<file path="src/design/rpn_stack_alu_macros.svh">
// Assertion helpers for the stack ALU top file.
`ifndef RPN_STACK_ALU_MACROS_SVH
`define RPN_STACK_ALU_MACROS_SVH

// Same-cycle implication, checked outside reset.
`define RPN_ASSERT_NOW(lbl, clk, rst, ante, cons) \
   lbl: assert property (@(posedge clk) disable iff (rst) (ante) |-> (cons)) \
      else $error("rpn_stack_alu: same-cycle check failed");

// Next-cycle implication, checked outside reset.
`define RPN_ASSERT_NEXT(lbl, clk, rst, ante, cons) \
   lbl: assert property (@(posedge clk) disable iff (rst) (ante) |=> (cons)) \
      else $error("rpn_stack_alu: next-cycle check failed");

`endif

</file>
<file path="src/design/rpn_pkg.sv">
`default_nettype none
package rpn_pkg;

   localparam int CMD_W         = 5;
   localparam int VALUE_W       = 32;
   localparam int STATUS_W      = 2;
   localparam int TOP_W         = 32;
   localparam int DEPTH_W       = 11;
   localparam int STACK_DEPTH_D = 1024;
   localparam int DATA_WIDTH_D  = 32;

   localparam logic [63:0] MASK_B8  = 64'h00ff00ff00ff00ff;
   localparam logic [63:0] MASK_B16 = 64'h0000ffff0000ffff;
   localparam logic [63:0] MASK_B32 = 64'h00000000ffffffff;

   typedef enum logic [CMD_W-1:0] {
      CMD_PUSH    = 5'd0,
      CMD_ADD     = 5'd1,
      CMD_SUB     = 5'd2,
      CMD_MUL     = 5'd3,
      CMD_DIV     = 5'd4,
      CMD_MOD     = 5'd5,
      CMD_AND     = 5'd6,
      CMD_OR      = 5'd7,
      CMD_NAND    = 5'd8,
      CMD_NOR     = 5'd9,
      CMD_XOR     = 5'd10,
      CMD_XNOR    = 5'd11,
      CMD_SHL     = 5'd12,
      CMD_SHR     = 5'd13,
      CMD_NEG     = 5'd14,
      CMD_NOT     = 5'd15,
      CMD_SWAP    = 5'd16,
      CMD_SWAP16  = 5'd17,
      CMD_SWAP32  = 5'd18,
      CMD_FFS     = 5'd19,
      CMD_CLZ     = 5'd20,
      CMD_CTZ     = 5'd21,
      CMD_POPCNT  = 5'd22,
      CMD_ALL_ADD = 5'd23,
      CMD_ALL_MUL = 5'd24,
      CMD_ALL_OR  = 5'd25,
      CMD_ALL_AND = 5'd26,
      CMD_ALL_XOR = 5'd27
   } cmd_type;

   typedef enum logic [STATUS_W-1:0] {
      ST_OK       = 2'd0,
      ST_UNDERRUN = 2'd1,
      ST_OVERRUN  = 2'd2
   } status_type;

   typedef enum logic [2:0] {
      CLS_PUSH,
      CLS_BIN,
      CLS_UNARY,
      CLS_FOLD,
      CLS_NOP
   } cls_type;

   typedef enum logic [2:0] {
      S_IDLE,
      S_DECODE,
      S_BIN,
      S_MDWAIT,
      S_FOLD,
      S_FMUL,
      S_FIN,
      S_RESP
   } state_type;

   typedef struct packed {
      logic [CMD_W-1:0]   command;
      logic [VALUE_W-1:0] value;
   } req_type;

   typedef struct packed {
      logic [STATUS_W-1:0] status;
      logic [TOP_W-1:0]    top;
      logic [DEPTH_W-1:0]  depth;
   } rsp_type;

   // controller to datapath
   typedef struct packed {
      logic       latch;
      logic       push;
      logic       unary;
      logic       binary;
      logic       rd_second;
      logic       rd_first;
      logic       rd_next;
      logic       md_start;
      logic       fold_init;
      logic       fold_step;
      logic       fold_finish;
      logic       rsp_valid;
      status_type status;
   } ctl_type;

   // datapath to controller
   typedef struct packed {
      cls_type cls;
      logic    is_md;
      logic    empty;
      logic    lt2;
      logic    full;
      logic    fold_last;
      logic    md_done;
   } sts_type;

   // byte reversal over spans of 16, 32 or 64 bits
   function automatic logic [63:0] byte_swap64(logic [63:0] v, int span);
      logic [63:0] r;
      r = v;
      if (span >= 64) r = ((r & MASK_B32) << 32) | ((r >> 32) & MASK_B32);
      if (span >= 32) r = ((r & MASK_B16) << 16) | ((r >> 16) & MASK_B16);
      if (span >= 16) r = ((r & MASK_B8) << 8) | ((r >> 8) & MASK_B8);
      return r;
   endfunction

endpackage
`default_nettype wire

</file>
<file path="src/design/rpn_ctrl.sv">
`default_nettype none
module rpn_ctrl (
   input  wire logic             clock,
   input  wire logic             reset,
   input  wire logic             start,
   output logic                  busy,
   input  wire rpn_pkg::sts_type sts,
   output rpn_pkg::ctl_type      ctl
);

   rpn_pkg::state_type  state_ff, state_in;
   rpn_pkg::status_type status_ff, status_in;

   always_ff @(posedge clock) begin
      if (reset) begin
         state_ff  <= rpn_pkg::S_IDLE;
         status_ff <= rpn_pkg::ST_OK;
      end else begin
         state_ff  <= state_in;
         status_ff <= status_in;
      end
   end

   // next state and datapath commands
   always_comb begin
      state_in   = state_ff;
      status_in  = status_ff;
      ctl        = '0;
      ctl.status = status_ff;
      case (state_ff)
         rpn_pkg::S_IDLE: begin
            if (start) begin
               ctl.latch = 1'b1;
               state_in  = rpn_pkg::S_DECODE;
            end
         end
         rpn_pkg::S_DECODE: begin
            status_in = rpn_pkg::ST_OK;
            state_in  = rpn_pkg::S_RESP;
            case (sts.cls)
               rpn_pkg::CLS_PUSH: begin
                  if (sts.full) status_in = rpn_pkg::ST_OVERRUN;
                  else ctl.push = 1'b1;
               end
               rpn_pkg::CLS_BIN: begin
                  if (sts.lt2) begin
                     status_in = rpn_pkg::ST_UNDERRUN;
                  end else begin
                     ctl.rd_second = 1'b1;
                     state_in      = rpn_pkg::S_BIN;
                  end
               end
               rpn_pkg::CLS_UNARY: begin
                  if (sts.empty) status_in = rpn_pkg::ST_UNDERRUN;
                  else ctl.unary = 1'b1;
               end
               rpn_pkg::CLS_FOLD: begin
                  if (sts.lt2) begin
                     ctl.fold_finish = 1'b1;
                  end else begin
                     ctl.fold_init = 1'b1;
                     ctl.rd_first  = 1'b1;
                     state_in      = rpn_pkg::S_FOLD;
                  end
               end
               default: ;
            endcase
         end
         rpn_pkg::S_BIN: begin
            if (sts.is_md) begin
               ctl.md_start = 1'b1;
               state_in     = rpn_pkg::S_MDWAIT;
            end else begin
               ctl.binary = 1'b1;
               state_in   = rpn_pkg::S_RESP;
            end
         end
         rpn_pkg::S_MDWAIT: begin
            if (sts.md_done) begin
               ctl.binary = 1'b1;
               state_in   = rpn_pkg::S_RESP;
            end
         end
         rpn_pkg::S_FOLD: begin
            if (sts.is_md) begin
               ctl.md_start = 1'b1;
               state_in     = rpn_pkg::S_FMUL;
            end else begin
               ctl.fold_step = 1'b1;
               if (sts.fold_last) state_in = rpn_pkg::S_FIN;
               else ctl.rd_next = 1'b1;
            end
         end
         rpn_pkg::S_FMUL: begin
            if (sts.md_done) begin
               ctl.fold_step = 1'b1;
               if (sts.fold_last) begin
                  state_in = rpn_pkg::S_FIN;
               end else begin
                  ctl.rd_next = 1'b1;
                  state_in    = rpn_pkg::S_FOLD;
               end
            end
         end
         rpn_pkg::S_FIN: begin
            ctl.fold_finish = 1'b1;
            state_in        = rpn_pkg::S_RESP;
         end
         rpn_pkg::S_RESP: begin
            ctl.rsp_valid = 1'b1;
            state_in      = rpn_pkg::S_IDLE;
         end
         default: state_in = rpn_pkg::S_IDLE;
      endcase
   end

   assign busy = (state_ff != rpn_pkg::S_IDLE);

endmodule
`default_nettype wire

</file>
<file path="config.mk">
export PLATFORM = sky130hd
export DESIGN_NAME = rpn_ctrl
export DESIGN_NICKNAME = d
export VERILOG_FILES = /design/src/design/rpn_stack_alu_macros.svh /design/src/design/rpn_pkg.sv /design/src/design/rpn_ctrl.sv
export SDC_FILE = /design/constraint.sdc
export NUM_CORES = 1
export LEC_CHECK = 0
export BUFFER_PORTS_ARGS = -buffer_cell sky130_fd_sc_hd__clkbuf_2
export CORE_AREA = 3 3 40 42
export DETAILED_ROUTE_END_ITERATION = 12
export DIE_AREA = 0 0 43 45
export GPL_TIMING_DRIVEN = 0
export PLACE_DENSITY = 0.67
export SLEW_MARGIN = 15
export SYNTH_ARGS = -nofsm -noshare
export SYNTH_HDL_FRONTEND = slang
export SYNTH_SLANG_ARGS = --single-unit
</file>
<file path="constraint.sdc">
create_clock -name clock -period 2.2 [get_ports clock]
set_clock_uncertainty 0.1 [all_clocks]
set_input_delay 0.33 -clock clock [delete_from_list [all_inputs] [get_ports clock]]
set_output_delay 0.33 -clock clock [all_outputs]
set_load 0.01 [all_outputs]
</file>
# Word level (Yosys, flattened, before mapping)
# Index checks and enable logic that the tools add are counted.
# Widths: inputs -> output; s select.
# classes
mux	41
eq_ne	14
n_reduce_logical	5
# op_table
op	count
$pmux 3 s8	1
$mux 1	22
$mux 3	7
$eq 3x2->1 const B	4
$eq 3x3->1 const B	4
$mux 2	5
$pmux 1 s2	4
$eq 3x1->1 const B	2
$logic_not 3->1	2
$ne 2x2->1 const B	3
$pmux 2 s3	1
$pmux 3 s2	1
$reduce_and 4->1	1
$ne 3x3->1 const B	1
$reduce_bool 3->1	1
$reduce_or 2->1	1
# totals
wordCells	62
out_inout_bits	15
in_bits	12
regBits	5

# Logic depth before layout (Yosys ltp)
# Gate-level depths: netlist of the first run.
# logic_depth
depth_word	3
ltp_mapped	5
depth_no_buf	4

# Least setup slack after synthesis of the first run
# No wires, ideal clock.
# synth_timing
path_kind	register to output
startpoint	register state_ff[0]
endpoint	output port ctl[11] (netlist bit)
required_ns	1.770
n_path_buf	1
path_stages_with_launch	6
setup_slack_ns	0.471
arrival_time_ns	1.299
path_cell_list	dfxtp_1 clkbuf_2 inv_2 nor3_2 nand2_1 nor3b_1
# synth_rtl
item	line	source
from (decl)	rpn_ctrl.sv:11	rpn_pkg::state_type state_ff, state_in;
from (signal assigned)	rpn_ctrl.sv:16	state_ff <= rpn_pkg::S_IDLE;
from (signal assigned)	rpn_ctrl.sv:19	state_ff <= state_in;
to (decl)	rpn_ctrl.sv:8	output rpn_pkg::ctl_type ctl

==> results of run 1 <==
cell type report:
cell class	instances	area [um^2]
well taps	15	18.8
plain buffers	5	32.5
flip-flops and latches	5	100
repair buffers	25	125
clock buffers	4	26.3
inverters	5	18.8
multi-input cells	54	335
fillers	140	628
cell families after synthesis:
family,synth area share [%]
buffers and inverters,10.7
flip-flops,20.8
XOR/XNOR,1.82
multiplexers,6.51
AND/OR/NAND/NOR,42.7
AO/OA/AOI/OAI,17.4
power by group:
part | switching [mW] | internal (mW)
combinational | 0.276 | 0.204
clock | 0.0356 | 0.0684
sequential | 0.0110 | 0.118
placed cells by master, fill, tap and decap left out, types with 2 or more instances in the layout:
cell type | Yosys | routed
clkbuf_1 | 1 | 2
nand3_1 | 3 | 3
dfxtp_1 | 5 | 5
a21oi_1 | 5 | 5
nand3b_1 | 2 | 2
nand2_1 | 6 | 6
inv_2 | 2 | 2
inv_1 | 3 | 3
mux2i_1 | 2 | 2
clkbuf_4 | 0 | 3
nor3_1 | 5 | 5
nor4_1 | 2 | 2
nor3b_1 | 3 | 3
nor2_1 | 10 | 10
clkbuf_2 | 1 | 26
how the worst max path moves through the flow:
stage / startpoint / end / slack [ns] / cells past startpoint
finish: state_ff[0]$_SDFFE_PP0P_ / ctl[11] / 0.17 / 6
global route: state_ff[0]$_SDFFE_PP0P_ / ctl[11] / 0.001 / 6
CTS: state_ff[0]$_SDFFE_PP0P_ / ctl[11] / 0.03 / 6
detailed placement: state_ff[0]$_SDFFE_PP0P_ / ctl[11] / 0.29 / 6
global placement: state_ff[0]$_SDFFE_PP0P_ / ctl[11] / 0.29 / 6
floorplan: state_ff[0]$_SDFFE_PP0P_ / ctl[11] / 0.47 / 5
state kept, by name, indices dropped and copies added (netlist names):
| register | flops |
|---|---|
| status_ff | 2 |
| state_ff | 3 |
through the flow:
stage               utilization [%]  setup slack (ns)
floorplan                         -             0.471
global placement               48.6             0.286
detailed placement             48.6             0.292
CTS                            50.6            0.0337
global route                   51.1           0.00137
finish                         51.1             0.165
critical path: cells and delay by family, from the launching register on:
| kind | cells | cell delay [ns] |
|---|---|---|
| simple gates | 3 | 0.62 |
| buf+inv | 3 | 0.44 |
| flops | 1 | 0.30 |
per-layer routing:
layer	global-route usage, %	vias up
met5	0	-
met4	5.42	0
met2	23.4	19
met1	18.1	256
met3	1.59	0
li1	-	306
==> results by group, run 1 <==
Critical path
  – Worst setup SP type: flop
  – Crit path capture type: output pin
  – Most used cell, CP: clkbuf_2
  – Critical path fanouts, max: 8
  – WP data arrival: 1.60 ns
  – Path type of the worst setup path: flop to output pin
  – Reg2reg end: state_ff[2]$_SDFFE_PP0P_
  – Reg-to-Reg Start: state_ff[1]$_SDFFE_PP0P_
  – Crit-path cells: clkbuf_2, inv_2, nor3_4, nand2_1, nor3b_1, clkbuf_2
  – Critical path's largest stage delay: ~0.33 ns
  – Critical-path top delay cell: nor3_4
  – Internal reg-to-reg setup slack: 0.57 ns
  – Required time worst endpoint: 1.77 ns
  – Worst r2r path cells: 5

Drt
  – DRT Pass-1 Iters: 3
  – Routed Antenna Nets: 0
  – DRC violations left: 0
  – Initial drt markers: 8
  – Via count: 581
  – Highest routed metal layer: met3
  – Met3 wire len: between 100 and 150 um
  – Met1 WL: 512 um
  – WL per Instance: between 10 and 15 um
  – DR vias/cell: 5.14
  – Met2 Wirelength: approximately 580 um
  – WL final: 1200 um

Worst hold path
  – Hold Path End: status_ff[1]$_SDFFE_PP0P_
  – HP Class: input pin to flop
  – Worst hold start: reset
  – Hold path cells: 2

Synth
  – Synth warnings: 0
  – Synth unique cells: 32
  – Most frequent cells after synthesis: 10 x nor2_1, 6 x nand2_1, 5 x a21oi_1, 5 x dfxtp_1, 5 x nor3_1
  – Post-Syn Nets: 81
  – Cells after Synth: 69
  – Ys async rst share: 0%
  – Most frequent cell after synthesis: nor2_1
  – Mapped Area: about 480 um^2
  – Syn_area_per_cell: 6.96 um^2
  – Leading area contributor after synthesis: dfxtp_1
  – Synth area leaders: dfxtp_1 21%, nor2_1 7.8%, a21oi_1 5.2%
  – Share of the synthesized area in the top cell type: 20.8%
  – Primary FF master, synth: dfxtp_1
  – Post-synth EDFFs: 0
  – FF+latch count, synth: 5
  – Sequential fraction of the synthesis area: 20.8%

Floorplanning
  – FP Rows: 13
  – IO Pins: 27
  – Die Width: between 40 and 50 um
  – Initial core utilization: 37.4%
  – Core area: 1280 um^2
  – Die area: 1940 um^2
  – Die Y: 45 um

Final layout
  – # diodes: 0
  – P&R area growth vs syn: 36.7%
  – Final net count: 111
  – Share of cells above drive strength 1: around two fifths
  – Finished Layout Cells: 113
  – Finished layout cell area: 657 um^2

Clock network
  – Worst-path clk slew: 0.05 ns
  – Worst skew pair latency: 0.24 ns
  – Root Driver: clkbuf_4
  – Clock sinks: 5
  – Clk buf depth: 2
  – Post-CTS Setup Repair Bufs: 0
  – # H-tree levels: 1
  – Hold bufs inserted after CTS: 0
  – TritonCTS clock tree: yes
  – CTS Buf Count: 3
  – CTS resizes: 0

STA
  – Final setup vio count: 0
  – Final hold vios: 0
  – Max Slew Vio Count: 0
  – Min Hold Slack: 0.247 ns
  – RSZ-0062 raised after global routing: no
  – Least-Margin Pin Slew: just under 0.4 ns
  – Setup TNS: 0 ns
  – FMAX: 0.491 GHz
  – Fin crit share: between 90% and 100%
  – Final min period: 2.03 ns
  – Max-Slew Margin vs Limit: about three quarters

Run
  – Max-cap violations: 0

Global routing
  – GRT overflow: 0
  – GRT Util Overall: between 10% and 20%
  – First-pass GRT wire length: 2120 um
  – Largest net degree at the start of global routing: 11
  – Vias in the first global route: 520
  – Initial antenna violation count: 0

Pwr
  – Tot Pwr: 712 uW
  – Peak supply drop: 445 uV
  – Leak Pwr: 0.300 nW
  – PwrDens: 1080 nW/um^2

Placement
  – Placed Instances: 109
  – Dpl hpwl: 973 um
  – Placed Area: 624 um^2
  – Buffers on Ports: 25
  – Final Wtd Congestion: 0.842

Status
  – Status: complete, no violations
(Power assumes the default switching activity.)
==> run 2, diff against run 1 <==
- BUFFER_PORTS_ARGS: -buffer_cell sky130_fd_sc_hd__clkbuf_2 -> unset
- DONT_BUFFER_PORTS: unset -> 1
- PLACE_DENSITY: 0.67 -> unset
==> run 2 against run 1 <==
Against the previous run:
- combinational power down 10%
- worst hold slack worse by 0.19 ns
- critical path type unchanged
- sequential share of layout area up 3.6 points
==> results by group, run 2 (synthesis gave the netlist of run 1 again) <==
Status
  – Status: complete, no violations

Floorplanning
  – Core area: 1280 um^2
  – Initial core utilization: 37.4%
  – FP Rows: 13
  – IO Pins: 27
  – Die Width: 43 um
  – Die Y: 45 um
  – Die area: 1940 um^2

Final layout
  – Highest-count cells in the layout ignoring fill and taps: 10 x nor2_1, 6 x nand2_1, 5 x nor3_1, 5 x a21oi_1, 5 x dfxtp_1
  – Area occupied by multi-input gates: ~340 um^2
  – Finished Layout Cells: between 80 and 90
  – Finished layout cell area: approximately 530 um^2
  – Top reg by flops: state_ff
  – Fill cells: roughly 140
  – # diodes: 0
  – P&R area growth vs syn: 10.7%
  – Final net count: 86
  – Utilization after layout: 41.4%
  – Commonest non-fill, non-tap cell in the layout: nor2_1
  – Biggest regs: state_ff (3), status_ff (2)
  – Register area: 100 um^2
  – Share of cells above drive strength 1: 17.8%
  – Largest register FFs: 3

Worst hold path
  – Hold path cells: 1
  – HP Class: input pin to flop
  – Worst hold start: reset
  – Hold Path End: status_ff[1]$_SDFFE_PP0P_

Clock network
  – Worst skew pair latency: roughly 0.24 ns
  – Clock sinks: 5
  – Post-CTS Setup Repair Bufs: 0
  – CTS resizes: 1
  – Worst-path clk slew: 0.04 ns
  – CTS Buf Count: 3
  – TritonCTS clock tree: yes
  – # H-tree levels: 1
  – Clk buf depth: 2
  – Root Driver: clkbuf_4
  – Hold bufs inserted after CTS: 0

Critical path
  – Critical path fanouts, max: 8
  – Crit path capture type: output pin
  – Worst setup SP type: flop
  – Reg2reg end: state_ff[2]$_SDFFE_PP0P_
  – Required time worst endpoint: approximately 1.8 ns
  – Path type of the worst setup path: flop to output pin
  – Reg-to-Reg Start: state_ff[1]$_SDFFE_PP0P_
  – Worst r2r path cells: 5
  – Internal reg-to-reg setup slack: around 0.57 ns
  – WP data arrival: 1.66 ns

Placement
  – Placed Instances: 84
  – Placed Area: 499 um^2
  – Dpl hpwl: 942 um
  – Final Wtd Congestion: 0.777
  – Buffers on Ports: 0

Drt
  – WL per Instance: 14.0 um
  – DRC violations left: 0
  – Via count: 494
  – Initial drt markers: 10
  – DR vias/cell: 5.61
  – DRT Pass-1 Iters: 4
  – Routed Antenna Nets: 0
  – WL final: 1230 um

STA
  – Setup TNS: 0 ns
  – Max Slew Vio Count: 0
  – Final hold vios: 0
  – Max-Slew Margin vs Limit: 64.7%
  – Fin crit share: 95.2%
  – Final setup vio count: 0
  – Final min period: 2.09 ns
  – RSZ-0062 raised after global routing: no
  – Least-Margin Pin Slew: 0.525 ns
  – FMAX: 0.478 GHz

Global routing
  – Vias in the first global route: ~420
  – GRT Util Overall: 12.1%
  – First-pass GRT wire length: about 1800 um
  – Largest net degree at the start of global routing: 11
  – Initial antenna violation count: 0
  – GR peak layer: met2
  – GRT overflow: 0
  – GRT met1 Usage: 14.6%
  – Met3 GRT Util: 3.59%
  – Met2 Use GR: 19.2%

Pwr
  – Peak supply drop: 407 uV
  – Leak Pwr: approximately 0.19 nW
  – PwrDens: 1250 nW/um^2

Run
  – Max-cap violations: 0
run 2: final cells by class:
| cell class | instances | area share, % |
|---|---|---|
| Sequential cell | 5 | 18.8 |
| Buffer | 5 | 6.12 |
| Tap cell | 15 | 3.53 |
| Clock buffer | 4 | 4.94 |
| Multi-Input combinational cell | 54 | 63.1 |
| Inverter | 5 | 3.53 |
run 2: how the worst max path moves through the flow:
| stage | startpoint | end | slack, ns | depth (start not counted) |
|---|---|---|---|---|
| CTS | state_ff[0]$_SDFFE_PP0P_ | ctl[11] | 0.09 | 5 |
| global route | state_ff[0]$_SDFFE_PP0P_ | ctl[11] | 0.001 | 5 |
| finish | state_ff[0]$_SDFFE_PP0P_ | ctl[11] | 0.11 | 5 |
| global placement | state_ff[0]$_SDFFE_PP0P_ | ctl[11] | 0.26 | 5 |
| floorplan | state_ff[0]$_SDFFE_PP0P_ | ctl[11] | 0.47 | 5 |
| detailed placement | state_ff[0]$_SDFFE_PP0P_ | ctl[11] | 0.23 | 5 |
run 2: critical path: stages (launching register included):
cell	delay [ns]
dfxtp_1	0.30
clkbuf_2	0.18
inv_2	0.10
nor3_4	0.35
nand2_1	0.12
nor3b_1	0.38
run 2: per-layer routing:
| metal | vias up | wire length (um) |
|---|---|---|
| met2 | 16 | 620 |
| met4 | 0 | 0 |
| li1 | 254 | - |
| met1 | 224 | 525 |
| met3 | 0 | 86 |
| met5 | - | 0 |
run 2: power by group:
| group | internal (mW) | switching (mW) |
|---|---|---|
| logic | 0.165 | 0.264 |
| registers | 0.118 | 0.0131 |
| clock network | 0.0685 | 0.0358 |
| total | 0.351 | 0.313 |
run 2: stage by stage:
| stage | setup WS (ns) | power (mW) | hold slack, ns |
|---|---|---|---|
| finish | 0.106 | 0.664 | 0.0597 |
| global route | 0.00117 | 0.722 | 0.0479 |
| CTS | 0.0901 | 0.668 | 0.0510 |
| detailed placement | 0.234 | 0.544 | 0.306 |
| global placement | 0.264 | 0.543 | 0.308 |
| floorplan | 0.471 | 0.479 | 0.302 |
